$ cat src/design/srpm_pkg.sv
package srpm_pkg;

  // Default digit limit for the rpm field
  localparam int MAX_DIGITS_DEF = 4;

  // Field widths
  localparam int RPM_W   = 14;
  localparam int MOTOR_W = 2;
  localparam int KIND_W  = 2;

  // Saturation limit of the running value
  localparam logic [RPM_W-1:0] ACC_MAX = {RPM_W{1'b1}};

  // Event codes
  typedef enum logic [KIND_W-1:0] {
    EVT_MOTOR     = 2'd0,
    EVT_RPM       = 2'd1,
    EVT_ERR_LINE  = 2'd2,
    EVT_GOOD_LINE = 2'd3
  } evt_kind_t;

  // One event from the parser toward the result register
  typedef struct packed {
    logic               valid;
    evt_kind_t          kind;
    logic [MOTOR_W-1:0] motor;
    logic [RPM_W-1:0]   rpm;
  } evt_t;

endpackage

$ cat src/design/srpm_fsm.sv
module srpm_fsm #(
  parameter int MAX_DIGITS = srpm_pkg::MAX_DIGITS_DEF
) (
  input  logic              clk,
  input  logic              rst_n,
  input  logic              step_en,
  input  logic [7:0]        rx_byte,
  output srpm_pkg::evt_t    evt
);

  localparam int CNT_W  = $clog2(MAX_DIGITS + 1);
  localparam int PROD_W = srpm_pkg::RPM_W + 4;

  // Characters of the command form
  localparam logic [7:0] CH_S_LO = 8'h73;
  localparam logic [7:0] CH_R_LO = 8'h72;
  localparam logic [7:0] CH_A_LO = 8'h61;
  localparam logic [7:0] CH_D_LO = 8'h64;
  localparam logic [7:0] CH_NL   = 8'h0a;
  localparam logic [7:0] CH_SP   = 8'h20;
  localparam logic [7:0] CH_0    = 8'h30;
  localparam logic [7:0] CH_9    = 8'h39;
  localparam logic [7:0] CASE_BIT = 8'h20;

  typedef enum logic [3:0] {
    ST_START = 4'd0,
    ST_ERR   = 4'd1,
    ST_SET   = 4'd2,
    ST_RPM   = 4'd3,
    ST_MA    = 4'd4,
    ST_MB    = 4'd5,
    ST_MC    = 4'd6,
    ST_MD    = 4'd7,
    ST_END   = 4'd8
  } state_t;

  state_t                       state_r, state_nxt;
  logic [CNT_W-1:0]             cnt_r, cnt_nxt;
  logic [srpm_pkg::RPM_W-1:0]   acc_r, acc_nxt;

  logic [7:0]                   lower;
  logic                         is_digit;
  logic                         is_motor;
  logic [1:0]                   motor_sel;
  logic [PROD_W-1:0]            acc_ext;
  logic [PROD_W-1:0]            acc_sum;
  logic [srpm_pkg::RPM_W-1:0]   acc_sat;

  assign lower    = rx_byte | CASE_BIT;
  assign is_digit = (rx_byte >= CH_0) && (rx_byte <= CH_9);
  assign is_motor = (lower >= CH_A_LO) && (lower <= CH_D_LO);

  // Motor letter to index, wrapping in two bits so that d maps to 3
  assign motor_sel = lower[1:0] - CH_A_LO[1:0];

  // Multiply by ten as two shifts, add the digit, saturate
  assign acc_ext = PROD_W'(acc_r);
  assign acc_sum = (acc_ext << 3) + (acc_ext << 1) + PROD_W'(rx_byte - CH_0);
  assign acc_sat = (acc_sum > PROD_W'(srpm_pkg::ACC_MAX)) ? srpm_pkg::ACC_MAX
                                                          : acc_sum[srpm_pkg::RPM_W-1:0];

  // Next state and event for the current byte
  always_comb begin
    state_nxt = state_r;
    cnt_nxt   = cnt_r;
    acc_nxt   = acc_r;
    evt       = '0;
    case (state_r)
      ST_ERR: begin
        if (rx_byte == CH_NL) begin
          state_nxt = ST_START;
          evt.valid = 1'b1;
          evt.kind  = srpm_pkg::EVT_ERR_LINE;
        end
      end
      ST_SET: begin
        state_nxt = (lower == CH_R_LO) ? ST_RPM : ST_ERR;
      end
      ST_RPM: begin
        if (is_motor) begin
          // Motor states sit at codes 4 to 7, the motor in the low two bits
          state_nxt = state_t'(ST_MA | {2'b00, motor_sel});
          evt.valid = 1'b1;
          evt.kind  = srpm_pkg::EVT_MOTOR;
          evt.motor = motor_sel;
        end else begin
          state_nxt = ST_ERR;
        end
      end
      ST_MA, ST_MB, ST_MC, ST_MD: begin
        if (is_digit) begin
          if (cnt_r < CNT_W'(MAX_DIGITS)) begin
            acc_nxt = acc_sat;
            cnt_nxt = cnt_r + CNT_W'(1);
          end else begin
            state_nxt = ST_ERR;
          end
        end else if ((rx_byte == CH_SP) && (cnt_r != '0)) begin
          state_nxt = ST_END;
          evt.valid = 1'b1;
          evt.kind  = srpm_pkg::EVT_RPM;
          evt.motor = state_r[1:0];
          evt.rpm   = acc_r;
        end else begin
          state_nxt = ST_ERR;
        end
      end
      ST_END: begin
        if (rx_byte == CH_NL) begin
          state_nxt = ST_START;
          evt.valid = 1'b1;
          evt.kind  = srpm_pkg::EVT_GOOD_LINE;
        end
      end
      default: begin
        // Line start: clear the value and look for s
        cnt_nxt = '0;
        acc_nxt = '0;
        if (lower == CH_S_LO) begin
          state_nxt = ST_SET;
        end else if (rx_byte != CH_NL) begin
          state_nxt = ST_ERR;
        end else begin
          state_nxt = ST_START;
        end
      end
    endcase
  end

  // Advance the parse state once per byte taken
  always_ff @(posedge clk) begin
    if (!rst_n) begin
      state_r <= ST_START;
      cnt_r   <= '0;
      acc_r   <= '0;
    end else if (step_en) begin
      state_r <= state_nxt;
      cnt_r   <= cnt_nxt;
      acc_r   <= acc_nxt;
    end
  end

endmodule

$ cat src/design/serial_rpm_command_parser_core.sv
// Channel  | Direction | Handshake        | Payload
// in_      | input     | in_valid/stall   | in_rx_byte
// out_     | output    | out_valid/stall  | out_event_kind, out_motor_index, out_rpm_value
//
// An event shows on out_ after its byte is accepted: the byte sits in the
// input register, then the parser loads the result register. One byte is taken
// every cycle while in_stall is low; the parser state register closes the only loop.
// Reset (rst_n low, synchronous) returns the parser to line start and empties both registers.
// A stalled result holds; the input register keeps taking a byte while the result
// register is free or being taken, so in_stall rises only while out_stall holds a result.
module serial_rpm_command_parser_core #(
  parameter int MAX_DIGITS = srpm_pkg::MAX_DIGITS_DEF
) (
  input  logic                                clk,
  input  logic                                rst_n,
  input  logic                                in_valid,
  output logic                                in_stall,
  input  logic [7:0]                          in_rx_byte,
  output logic                                out_valid,
  input  logic                                out_stall,
  output logic [srpm_pkg::KIND_W-1:0]         out_event_kind,
  output logic [srpm_pkg::MOTOR_W-1:0]        out_motor_index,
  output logic [srpm_pkg::RPM_W-1:0]          out_rpm_value
);

  logic                               s1_valid_r;
  logic [7:0]                         s1_byte_r;
  logic                               out_valid_r;
  logic [srpm_pkg::KIND_W-1:0]        out_kind_r;
  logic [srpm_pkg::MOTOR_W-1:0]       out_motor_r;
  logic [srpm_pkg::RPM_W-1:0]         out_rpm_r;

  logic                               out_free;
  logic                               step_en;
  logic                               in_take;
  srpm_pkg::evt_t                     evt;

  assign out_free = !out_valid_r || !out_stall;
  assign step_en  = s1_valid_r && out_free;
  assign in_stall = s1_valid_r && !out_free;
  assign in_take  = in_valid && !in_stall;

  srpm_fsm #(
    .MAX_DIGITS (MAX_DIGITS)
  ) u_fsm (
    .clk     (clk),
    .rst_n   (rst_n),
    .step_en (step_en),
    .rx_byte (s1_byte_r),
    .evt     (evt)
  );

  // Input register: take a new item or drain the held one
  always_ff @(posedge clk) begin
    if (!rst_n) begin
      s1_valid_r <= 1'b0;
    end else if (in_take) begin
      s1_valid_r <= 1'b1;
    end else if (step_en) begin
      s1_valid_r <= 1'b0;
    end
  end

  always_ff @(posedge clk) begin
    if (in_take) begin
      s1_byte_r <= in_rx_byte;
    end
  end

  // Result register: load an event, hold while stalled
  always_ff @(posedge clk) begin
    if (!rst_n) begin
      out_valid_r <= 1'b0;
    end else if (out_free) begin
      out_valid_r <= step_en && evt.valid;
    end
  end

  always_ff @(posedge clk) begin
    if (step_en && evt.valid) begin
      out_kind_r  <= evt.kind;
      out_motor_r <= evt.motor;
      out_rpm_r   <= evt.rpm;
    end
  end

  assign out_valid       = out_valid_r;
  assign out_event_kind  = out_kind_r;
  assign out_motor_index = out_motor_r;
  assign out_rpm_value   = out_rpm_r;

endmodule

$ cat config.mk
export PLATFORM = sky130hd
export DESIGN_NAME = serial_rpm_command_parser_core
export DESIGN_NICKNAME = d
export VERILOG_FILES = /design/src/design/srpm_pkg.sv /design/src/design/srpm_fsm.sv /design/src/design/serial_rpm_command_parser_core.sv
export SDC_FILE = /design/constraint.sdc
export NUM_CORES = 1
export LEC_CHECK = 0
export BUFFER_PORTS_ARGS = -buffer_cell sky130_fd_sc_hd__buf_2
export CELL_PAD_IN_SITES_DETAIL_PLACEMENT = 1
export CELL_PAD_IN_SITES_GLOBAL_PLACEMENT = 2
export CORE_MARGIN = 8
export CORE_UTILIZATION = 38
export CTS_CLUSTER_DIAMETER = 60
export CTS_CLUSTER_SIZE = 10
export DETAILED_ROUTE_END_ITERATION = 10
export PLACE_DENSITY = 0.89
export RECOVER_POWER = 25
export SLEW_MARGIN = 20
export SYNTH_ARGS = -nofsm -noshare
export SYNTH_HDL_FRONTEND = slang
export SYNTH_SLANG_ARGS = --single-unit
$ cat constraint.sdc
create_clock -name clk -period 5.5 [get_ports clk]
set_input_delay 0.825 -clock clk [delete_from_list [all_inputs] [get_ports clk]]
set_output_delay 0.825 -clock clk [all_outputs]
set_load 0.01 [all_outputs]
# Word level (Yosys, flattened, before mapping)
# Index checks and enable logic that the tools add are counted.
totals:
  ff_bits: 49
  in_bits: 12
  out_inout_bits: 20
  word_cells: 85
classes:
  n_addsub: 5
  n_lt_le_gt_ge: 6
  n_eq_ne: 17
  mux: 25
  bitwise_logic: 3
  n_reduce_logical: 20
ops:
  columns: ["cell", "count"]
  rows:
  - ["$mux W14", 3]
  - ["$mux W19", 2]
  - ["$pmux W14 S2", 1]
  - ["$mux W4", 5]
  - ["$add A17 B15 Y18", 1]
  - ["$add A18 B18 Y18", 1]
  - ["$gt A18 B14 Y1 const B", 1]
  - ["$eq A4 B3 Y1 const B", 4]
  - ["$pmux W4 S4", 1]
  - ["$mux W3", 5]
  - ["$eq A7 B6 Y1 const B", 2]
  - ["$pmux W3 S4", 1]
  - ["$sub A8 B6 Y9 const B", 1]
  - ["$eq A4 B2 Y1 const B", 2]
  - ["$eq A8 B4 Y1 const B", 1]
  - ["$eq A8 B6 Y1 const B", 1]
  - ["$ge A8 B6 Y1 const B", 1]
  - ["$ge A8 B7 Y1 const B", 1]
  - ["$le A8 B6 Y1 const B", 1]
  - ["$le A8 B7 Y1 const B", 1]
  - ["$ne A8 B4 Y1 const B", 1]
  - ["$reduce_or A4 Y1", 2]
  - ["$logic_and A1 B1 Y1", 7]
  - ["$ne A2 B1 Y1 const B", 3]
  - ["20 further kinds", 27]

# Logic depth before layout (Yosys ltp)
# Gate-level depths: netlist (run 1).
logic_depth:
  ltp_word: 7
  ltp_mapped: 13
  mapped_depth_nobuf: 12

# Hierarchy
# From an unflattened synthesis (run 1), not the netlist that was laid out.
hier_totals:
  hier_cells: 326
  area_unflattened_um2: 3308.2
modules_own_cells:
  columns: ["module", "instances", "cells_per_inst", "area_per_inst_um2", "seq_area_each_um2"]
  rows:
  - ["srpm_fsm", 1, 290, 2436.1, 420.4]
  - ["serial_rpm_command_parser_core", 1, 36, 872.1, 820.8]

# Worst setup path before layout (run 1)
# No wires, ideal clock.
synth_timing:
  kind: "reg2reg"
  from: "register s1_byte_r[4]"
  to: "register u_fsm.acc_r[12] (netlist bit)"
  setup_time_ps: 134
  arrival_ps: 3793
  required_ps: 5366
  slack_ps: 1573
  path_stages_with_launch: 12
  n_path_buf: 1
  period_less_slack_ps: 3927
  cell_sequence: "edfxtp_1 ha_1 nor3_1 fa_1 ha_1 a21oi_2 a21oi_1 a211oi_2 o211ai_1 a211oi_4 buf_6 a31oi_1"
synth_between:
  elab_chain_len: 7
  elab_cells_between_ends: 12
  cone_classes: "add/sub (2); order compare (3); eq/ne (1); mux (4); reduce/logical (2)"
synth_lines:
  columns: ["element", "line_no", "text"]
  rows:
  - ["start, declared", "serial_rpm_command_parser_core.sv:27", "logic [7:0] s1_byte_r;"]
  - ["start signal, assigned", "serial_rpm_command_parser_core.sv:66", "s1_byte_r <= in_rx_byte;"]
  - ["$sub A8 B6 Y9", "srpm_fsm.sv:58", "assign acc_sum = (acc_ext << 3) + (acc_ext << 1) + PROD_W'(rx_byte - CH_0);"]
  - ["$add A18 B18 Y18", "srpm_fsm.sv:58", null]
  - ["$gt A18 B14 Y1", "srpm_fsm.sv:59", "assign acc_sat = (acc_sum > PROD_W'(srpm_pkg::ACC_MAX)) ? srpm_pkg::ACC_MAX"]
  - ["$mux W14", "srpm_fsm.sv:59", null]
  - ["$mux W14", "srpm_fsm.sv:92", "if (cnt_r < CNT_W'(MAX_DIGITS)) begin"]
  - ["$mux W14", "srpm_fsm.sv:91", "if (is_digit) begin"]
  - ["$pmux W14 S2", "srpm_fsm.sv:68", "case (state_r)"]
  - ["end signal, assigned", "srpm_fsm.sv:139", "acc_r <= acc_nxt;"]
  - ["end, declared", "srpm_fsm.sv:39", "logic [srpm_pkg::RPM_W-1:0] acc_r, acc_nxt;"]
# Several ways; a longest one is shown, not always the timed one. The select of a mux whose other input is x is not followed.
# A chain may end at the register's enable or synchronous reset.

# Worst setup path after layout (run 1)
layout_timing:
  from: "register s1_byte_r[4]"
  to: "register u_fsm.acc_r[13] (netlist bit)"
# The elaborated chain is that of the path after synthesis.

==> results.toml, run 1 <==
[drt]
num_vias = 2831
drtIter0Drc = 126
wl_per_cell_um = 16.81
dr.pass1.iters = 4
drt-total-wl_um = 8524
ant_nets = 0
drc = 0
avgViaCountPerCell = 5.584

[setup_path]
critPathKind = "reg -> reg"
path_cells = "ha_1 -> nor3_1 -> buf_4 -> fa_1 -> ha_1 -> a21oi_1 -> inv_1 -> o31ai_1 -> a31oi_1 -> a211oi_4 -> a31oi_1"
critPathMaxFanout = 14
critPathCaptureType = "flip-flop"
worstPathRequired_ns = 5.66
critPathLaunchType = "flip-flop"
slowest_delay_ns = 0.57
crit_buf_inv = 2
critPathTopFamily = "compound AO/OA/AOI/OAI gates"
cp.arrival_ns = 4.13
crit_slowest_cell = "a211oi_4"

[global_route]
grt_max_degree = 20
grt_pass1_vias = 2924
antenna_found_initial = 0
grt_pass1_wl_um = 14940
grt_use_total_pct = 14.21
gr-total-overflow = 0

[cts]
clk_pin_slew_ns = 0.09
holdBufCountCts = 0
clk_latency_ns = 0.30
cts_max_level = 2
post_cts_buffers = 0
clock_sinks = 49
cts_resized = 0
cts_root_buffer = "clkbuf_8"
cts_tree = "yes"
cts_made_buffers = 5
cts_buffer_depth = 2

[place]
gp_congestion = 0.8204
placed_area_mm2 = 0.003764
dp_slack_ns = 1.348
io_buffers = 31
dpl.hpwl_um = 6876

[final_layout]
multi_input_area_mm2 = 0.002082
nNetsFinal = 449
final_layout_size_suffix_gt1_share_pct = 9.848
seqCellArea_mm2 = 0.001241
antenna_cells = 0
fin_area_mm2 = 0.003890
final_util_pct = 42.50
area_growth_syn_to_layout_pct = 10.05
nFillCells = 1054

[timing]
maxSlewViolCount = 0
rsz0062_at_grt = "no"
setup_tns_ns = 0
tightest_slew_ns = 0.9187
hold_slack_ns = 0.5042
fin_ws_ns = 1.527
relSlewSlack_pct = 38.63
max_freq_mhz = 251.7
period_needed_ns = 3.973
timing.final.crit_share_pct = 72.23
hold_viol = 0
finClkSkew_ns = 0.009230
finalSetupViolations = 0

[yosys]
syn_avg_cell_area_um2 = 9.579
ys_seq_area_share_pct = 35.12
syn_nets = 423
synth_area_mm2 = 0.003535
yosysWarnings = 0
ys_async_sr_fraction_pct = 0
synth-edff-count = 26
synth_top_flop_cell = "edfxtp_1"
synth_cell_types = 64
syn_inst = 369
ys_ff_latch = 49

[power_and_ir_drop]
cellLeakagePower_nw = 1.596
powerDensity_mw_per_mm2 = 214.6
ir_worst_vdd_mv = 0.1334

[floorplan]
io_pins = 32
start_util_pct = 38.62
fp.dieArea_mm2 = 0.01264
core_mm2 = 0.009153
die_h_um = 112.4
die_w_um = 112.4
num_rows = 35

[flow_run]
cap_viol_max_count = 0

[hold_path]
hold_path.class = "reg -> reg"

[outcome]
status = "completed"
-- worst paths after layout --
check / startpoint / endpoint / slack, ns / cells after the start
worst max-delay path: s1_byte_r[4] / u_fsm.acc_r[13] / 1.53 / 11
worst min-delay path: u_fsm.cnt_r[0] / u_fsm.cnt_r[0] / 0.50 / 2
worst max register to register: s1_byte_r[4] / u_fsm.acc_r[13] / 1.53 / 11
worst min register to register: u_fsm.cnt_r[0] / u_fsm.cnt_r[0] / 0.50 / 2
-- report_power, final --
part / internal, mW / total, mW / switching [mW]
Combinational: 0.0511 / 0.130 / 0.0793
Clock: 0.183 / 0.303 / 0.120
Sequential: 0.390 / 0.402 / 0.0121
-- layer usage --
layer,global-route usage (%),vias to the layer above,share of wire [%]
met5,0,-,0
met4,4.946,0,1.5
met3,1.932,8,2.9
met2,22.12,40,45
met1,19.70,1385,51
li1,-,1398,-
-- layout make-up --
| class | count | share of cell area [%] |
|---|---|---|
| multi-input cells | 270 | 53.52 |
| repair buffers | 34 | 4.085 |
| clock inverters | 3 | 1.769 |
| flip-flops and latches | 49 | 31.91 |
| inverters | 35 | 3.377 |
| well taps | 111 | 3.570 |
| clock buffers | 5 | 1.769 |
-- placed cells by master (no fill, tap or decap), types with 2 or more instances in the layout --
cell type   n
a211oi_1    8
a211oi_2    2
a21boi_0    3
a21o_1      2
a21oi_1    29
a31oi_1    16
and2_1      4
and3_1     19
buf_2      16
buf_4       2
bufinv_16   2
clkbuf_1   15
clkbuf_8    5
dfxtp_1    23
edfxtp_1   26
fa_1       13
ha_1       29
inv_1      35
mux2i_1     2
nand2_1    18
nand2b_1    6
nand3_1     6
nand4_1     4
nor2_1     11
nor2b_1     8
nor3_1      6
nor4b_1     2
o2111ai_1   2
o211ai_1    3
o21a_1      4
o21ai_0    28
o31ai_1     2
xnor2_1     9
xor2_1      2
-- stage by stage --
step	power [mW]	cells
finish	0.8346	507
detailed placement	0.5388	498
global route	0.8738	507
floorplan	0.5055	369
global placement	0.5348	498
CTS	0.8450	506
-- Yosys cell counts (all sizes together), types with 2 or more instances --
cell type	count	area (um^2)
a211oi	11	105.1
a21boi	4	30.03
a21o	2	15.01
a21oi	30	153.9
a31oi	16	100.1
and2	4	25.02
and3	19	118.9
buf	9	57.55
clkbuf	6	22.52
dfxtp	23	460.4
edfxtp	26	780.8
fa	13	260.3
ha	29	362.9
inv	35	131.4
mux2i	2	20.02
nand2	18	67.56
nand2b	6	37.54
nand3	6	30.03
nand4	4	25.02
nor2	11	41.29
nor2b	8	50.05
nor3	7	40.04
nor4	2	18.77
nor4b	2	17.52
o2111ai	3	32.53
o211ai	4	35.03
o21a	4	30.03
o21ai	29	148.9
o31ai	2	15.01
xnor2	9	78.83
xor2	2	17.52
-- logic make-up (layout without fill, tap and decap cells) --
group,Yosys count,in the layout,synth area share (%)
AOI/OAI and AO/OA,119,119,22.34
xor gates and xnor gates,11,11,2.726
adders and majority gates,42,42,17.63
buffers and inverters,50,77,5.982
DFF,49,49,35.12
muxes,3,3,0.8850
and+or+nand+nor,95,95,15.33
-- worst min-delay path, cell delays in order, from the launching register on --
cell and delay [ns]:
dfxtp_1 0.33, nand2_1 0.06, a21boi_0 0.07
-- sequential cells by signal, indices dropped and copies added (netlist names) --
register,flops
out_event_kind,2
u_fsm.cnt_r,3
out_motor_index,2
out_rpm_value,14
out_valid,1
u_fsm.state_r,4
u_fsm.acc_r,14
s1_byte_r,8
s1_valid_r,1
(Power assumes the default switching activity.)
==> run 2: changes to the inputs <==
- ABC_AREA: default -> 1
- CORE_UTILIZATION: 38 -> 36
- PLACE_DENSITY: 0.89 -> 0.9
- clock period: 5.5 -> 4.2 ns (I/O delays scaled with it)
==> results.toml, run 2 <==
[outcome]
status = "completed"

[final_layout]
antenna_cells = 0
seqCellArea_mm2 = 0.001241
final_cell_mix = "nand2_1 (117), inv_1 (87), nor2_1 (38)"
area_growth_syn_to_layout_pct = 10.34
multi_input_area_mm2 = 0.002002
nNetsFinal = 558
layout_commonest_cell = "nand2_1"
nFillCells = 1248
final_layout_size_suffix_gt1_share_pct = 13.47

[drt]
wl_met3_um = 334
wl_per_cell_um = 14.24
avgViaCountPerCell = 4.763
drc = 0
drtIter0Drc = 127
ant_nets = 0
wl_met2_um = 4027
drt-total-wl_um = 9084
num_vias = 3039
wl_met1_um = 4611
dr.pass1.iters = 4
top_layer_used = "met4"

[setup_path]
r2r-end = "u_fsm.acc_r[10]"
path_cells = "ha_1 -> nor3_1 -> buf_4 -> fa_1 -> ha_1 -> nand2_1 -> inv_1 -> nand2_1 -> nand2_1 -> a21oi_1 -> nand2_1 -> nand2_1 -> nand2_2 -> nor2_4 -> nand3_1 -> nand2_1 -> a21oi_2"
critPathMaxFanout = 14
reg2reg_from = "s1_byte_r[4]"
crit_path_start = "s1_byte_r[4]"
cp.arrival_ns = 3.65
rr_worst_depth = 17
crit_slowest_cell = "edfxtp_1"
reg2reg_slack_ns = 0.73
worstPathRequired_ns = 4.39
critPathKind = "reg -> reg"
critPathCaptureType = "flip-flop"
cpMostUsedCell = "nand2_1"
timing.critical_path.to = "u_fsm.acc_r[10]"
critPathLaunchType = "flip-flop"
slowest_delay_ns = 0.46

[cts]
cts_resized = 0
cts_made_buffers = 5
clk_pin_slew_ns = 0.09
cts_buffer_depth = 2
cts_root_buffer = "clkbuf_8"
holdBufCountCts = 0
clk_latency_ns = 0.31
cts_max_level = 2
cts_tree = "yes"
post_cts_buffers = 0
clock_sinks = 49

[yosys]
ys_seq_area_share_pct = 33.97
synth-edff-count = 26
synth_area_leader_cell = "edfxtp_1"
syn_nets = 525
ys_top_cells_by_count = "nand2_1 (117), inv_1 (87), nor2_1 (38)"
yosysWarnings = 0
yosys.area.top_type_share_pct = 21.37
synth_top_flop_cell = "edfxtp_1"
synth_area_mm2 = 0.003654
yosys-top-cells-area = "edfxtp_1 (21%), dfxtp_1 (13%), nand2_1 (12%)"
synth.most_common_cell = "nand2_1"
syn_inst = 471
ys_async_sr_fraction_pct = 0
syn_avg_cell_area_um2 = 7.757
synth_cell_types = 37
ys_ff_latch = 49

[power_and_ir_drop]
switching_power_mw = 0.2825
pwr-share-seq_pct = 50.7
ir_worst_vdd_mv = 0.1182
clkPwrFrac_pct = 33.3
powerDensity_mw_per_mm2 = 255.0
cellLeakagePower_nw = 1.805
p_sw_share_pct = 27.48
internal-power_mw = 0.7456
pwr-share-comb_pct = 15.9

[global_route]
grt_pass1_vias = 3010
gr-total-overflow = 0
grt_pass1_wl_um = 15140
grt_use_total_pct = 14.06
antenna_found_initial = 0
grt_max_degree = 20

[timing]
setup_tns_ns = 0
max_freq_mhz = 288.5
relSlewSlack_pct = 49.16
fin_ws_ns = 0.7342
finalSetupViolations = 0
tightest_slew_ns = 0.7626
finClkSkew_ns = 0.008135
timing.final.crit_share_pct = 82.52
hold_viol = 0
maxSlewViolCount = 0
period_needed_ns = 3.466
rsz0062_at_grt = "no"

[floorplan]
core_mm2 = 0.009819
die_h_um = 116.7
io_pins = 32
fp.dieArea_mm2 = 0.01363
start_util_pct = 37.21
num_rows = 36
die_w_um = 116.7

[place]
dpl.hpwl_um = 7398
io_buffers = 31
gp_congestion = 0.8447
dp_slack_ns = 0.7537

[flow_run]
cap_viol_max_count = 0

[hold_path]
hold_path.class = "reg -> reg"
-- run 2: cell count changes after synthesis, moves of 9 or more --
cell,change
o21ai_0,-18
and3_1,-18
nand3_1,+22
inv_1,+52
nor2_1,+27
nand2_1,+99
a21oi_2,+9
a31oi_1,-16
-- run 2: power groups by stage --
| stage | registers (mW) | logic, mW | clock network, mW |
|---|---|---|---|
| detailed placement | 0.532 | 0.161 | 0 |
| CTS | 0.521 | 0.165 | 0.348 |
| floorplan | 0.528 | 0.127 | 0 |
| global placement | 0.532 | 0.158 | 0 |
| finish | 0.522 | 0.164 | 0.343 |
| global route | 0.523 | 0.187 | 0.364 |
-- run 2: layout make-up --
type / instances / area share, %
timing repair buffer: 32 / 3.818
clock buffer: 6 / 1.800
multi-input combinational: 321 / 49.66
inverter: 95 / 8.845
clock inverter: 2 / 0.9621
tap: 133 / 4.128
sequential: 49 / 30.79
-- run 2: worst max-delay path: cells and delay by family, from the launching register on --
kind,cells,cell delay [ns]
AND/OR/NAND/NOR,10,1.20
AO/OA/AOI/OAI,2,0.25
adder cells (fa/ha/maj),3,1.12
buffers and inverters,2,0.31
flip-flops,1,0.46
-- run 2: worst min path at each step --
| stage | startpoint | endpoint | slack, ns | depth (start not counted) |
|---|---|---|---|---|
| 2_1_floorplan | u_fsm.acc_r[4] | u_fsm.acc_r[4] | 0.44 | 2 |
| 3_3_place_gp | u_fsm.acc_r[4] | u_fsm.acc_r[4] | 0.45 | 2 |
| 3_5_place_dp | u_fsm.acc_r[4] | u_fsm.acc_r[4] | 0.46 | 2 |
| 4_1_cts | u_fsm.acc_r[4] | u_fsm.acc_r[4] | 0.47 | 2 |
| 5_1_grt | in_rx_byte[6] | s1_byte_r[6] | 0.48 | 1 |
| 6_report | u_fsm.acc_r[4] | u_fsm.acc_r[4] | 0.47 | 2 |
-- run 2: routing by layer --
layer / up-vias / GRT usage [%]
met4: 0 / 3.840
met2: 50 / 20.95
met1: 1435 / 20.32
li1: 1544 / -
met3: 10 / 2.378
met5: - / 0
-- run 2: through the flow --
step / power [mW] / hold WS (ns) / instance area [um^2] / utilization (%) / instances
floorplan: 0.6556 / 0.4435 / 3654 / - / 471
global placement: 0.6900 / 0.4523 / 3929 / 40.01 / 630
detailed placement: 0.6938 / 0.4607 / 3929 / 40.01 / 630
CTS: 1.034 / 0.4747 / 4040 / 41.14 / 638
global route: 1.075 / 0.4823 / 4031 / 41.06 / 638
finish: 1.028 / 0.4719 / 4031 / 41.06 / 638
-- run 2: cells by family (layout without fill, tap and decap cells) --
kind of cell	after synthesis	in the layout	synth area share [%]
compound gates	51	51	8.664
xor+xnor	11	11	2.637
buf+inv	101	135	11.23
fa+ha+maj	42	42	17.05
simple gates	217	217	26.44
flops	49	49	33.97
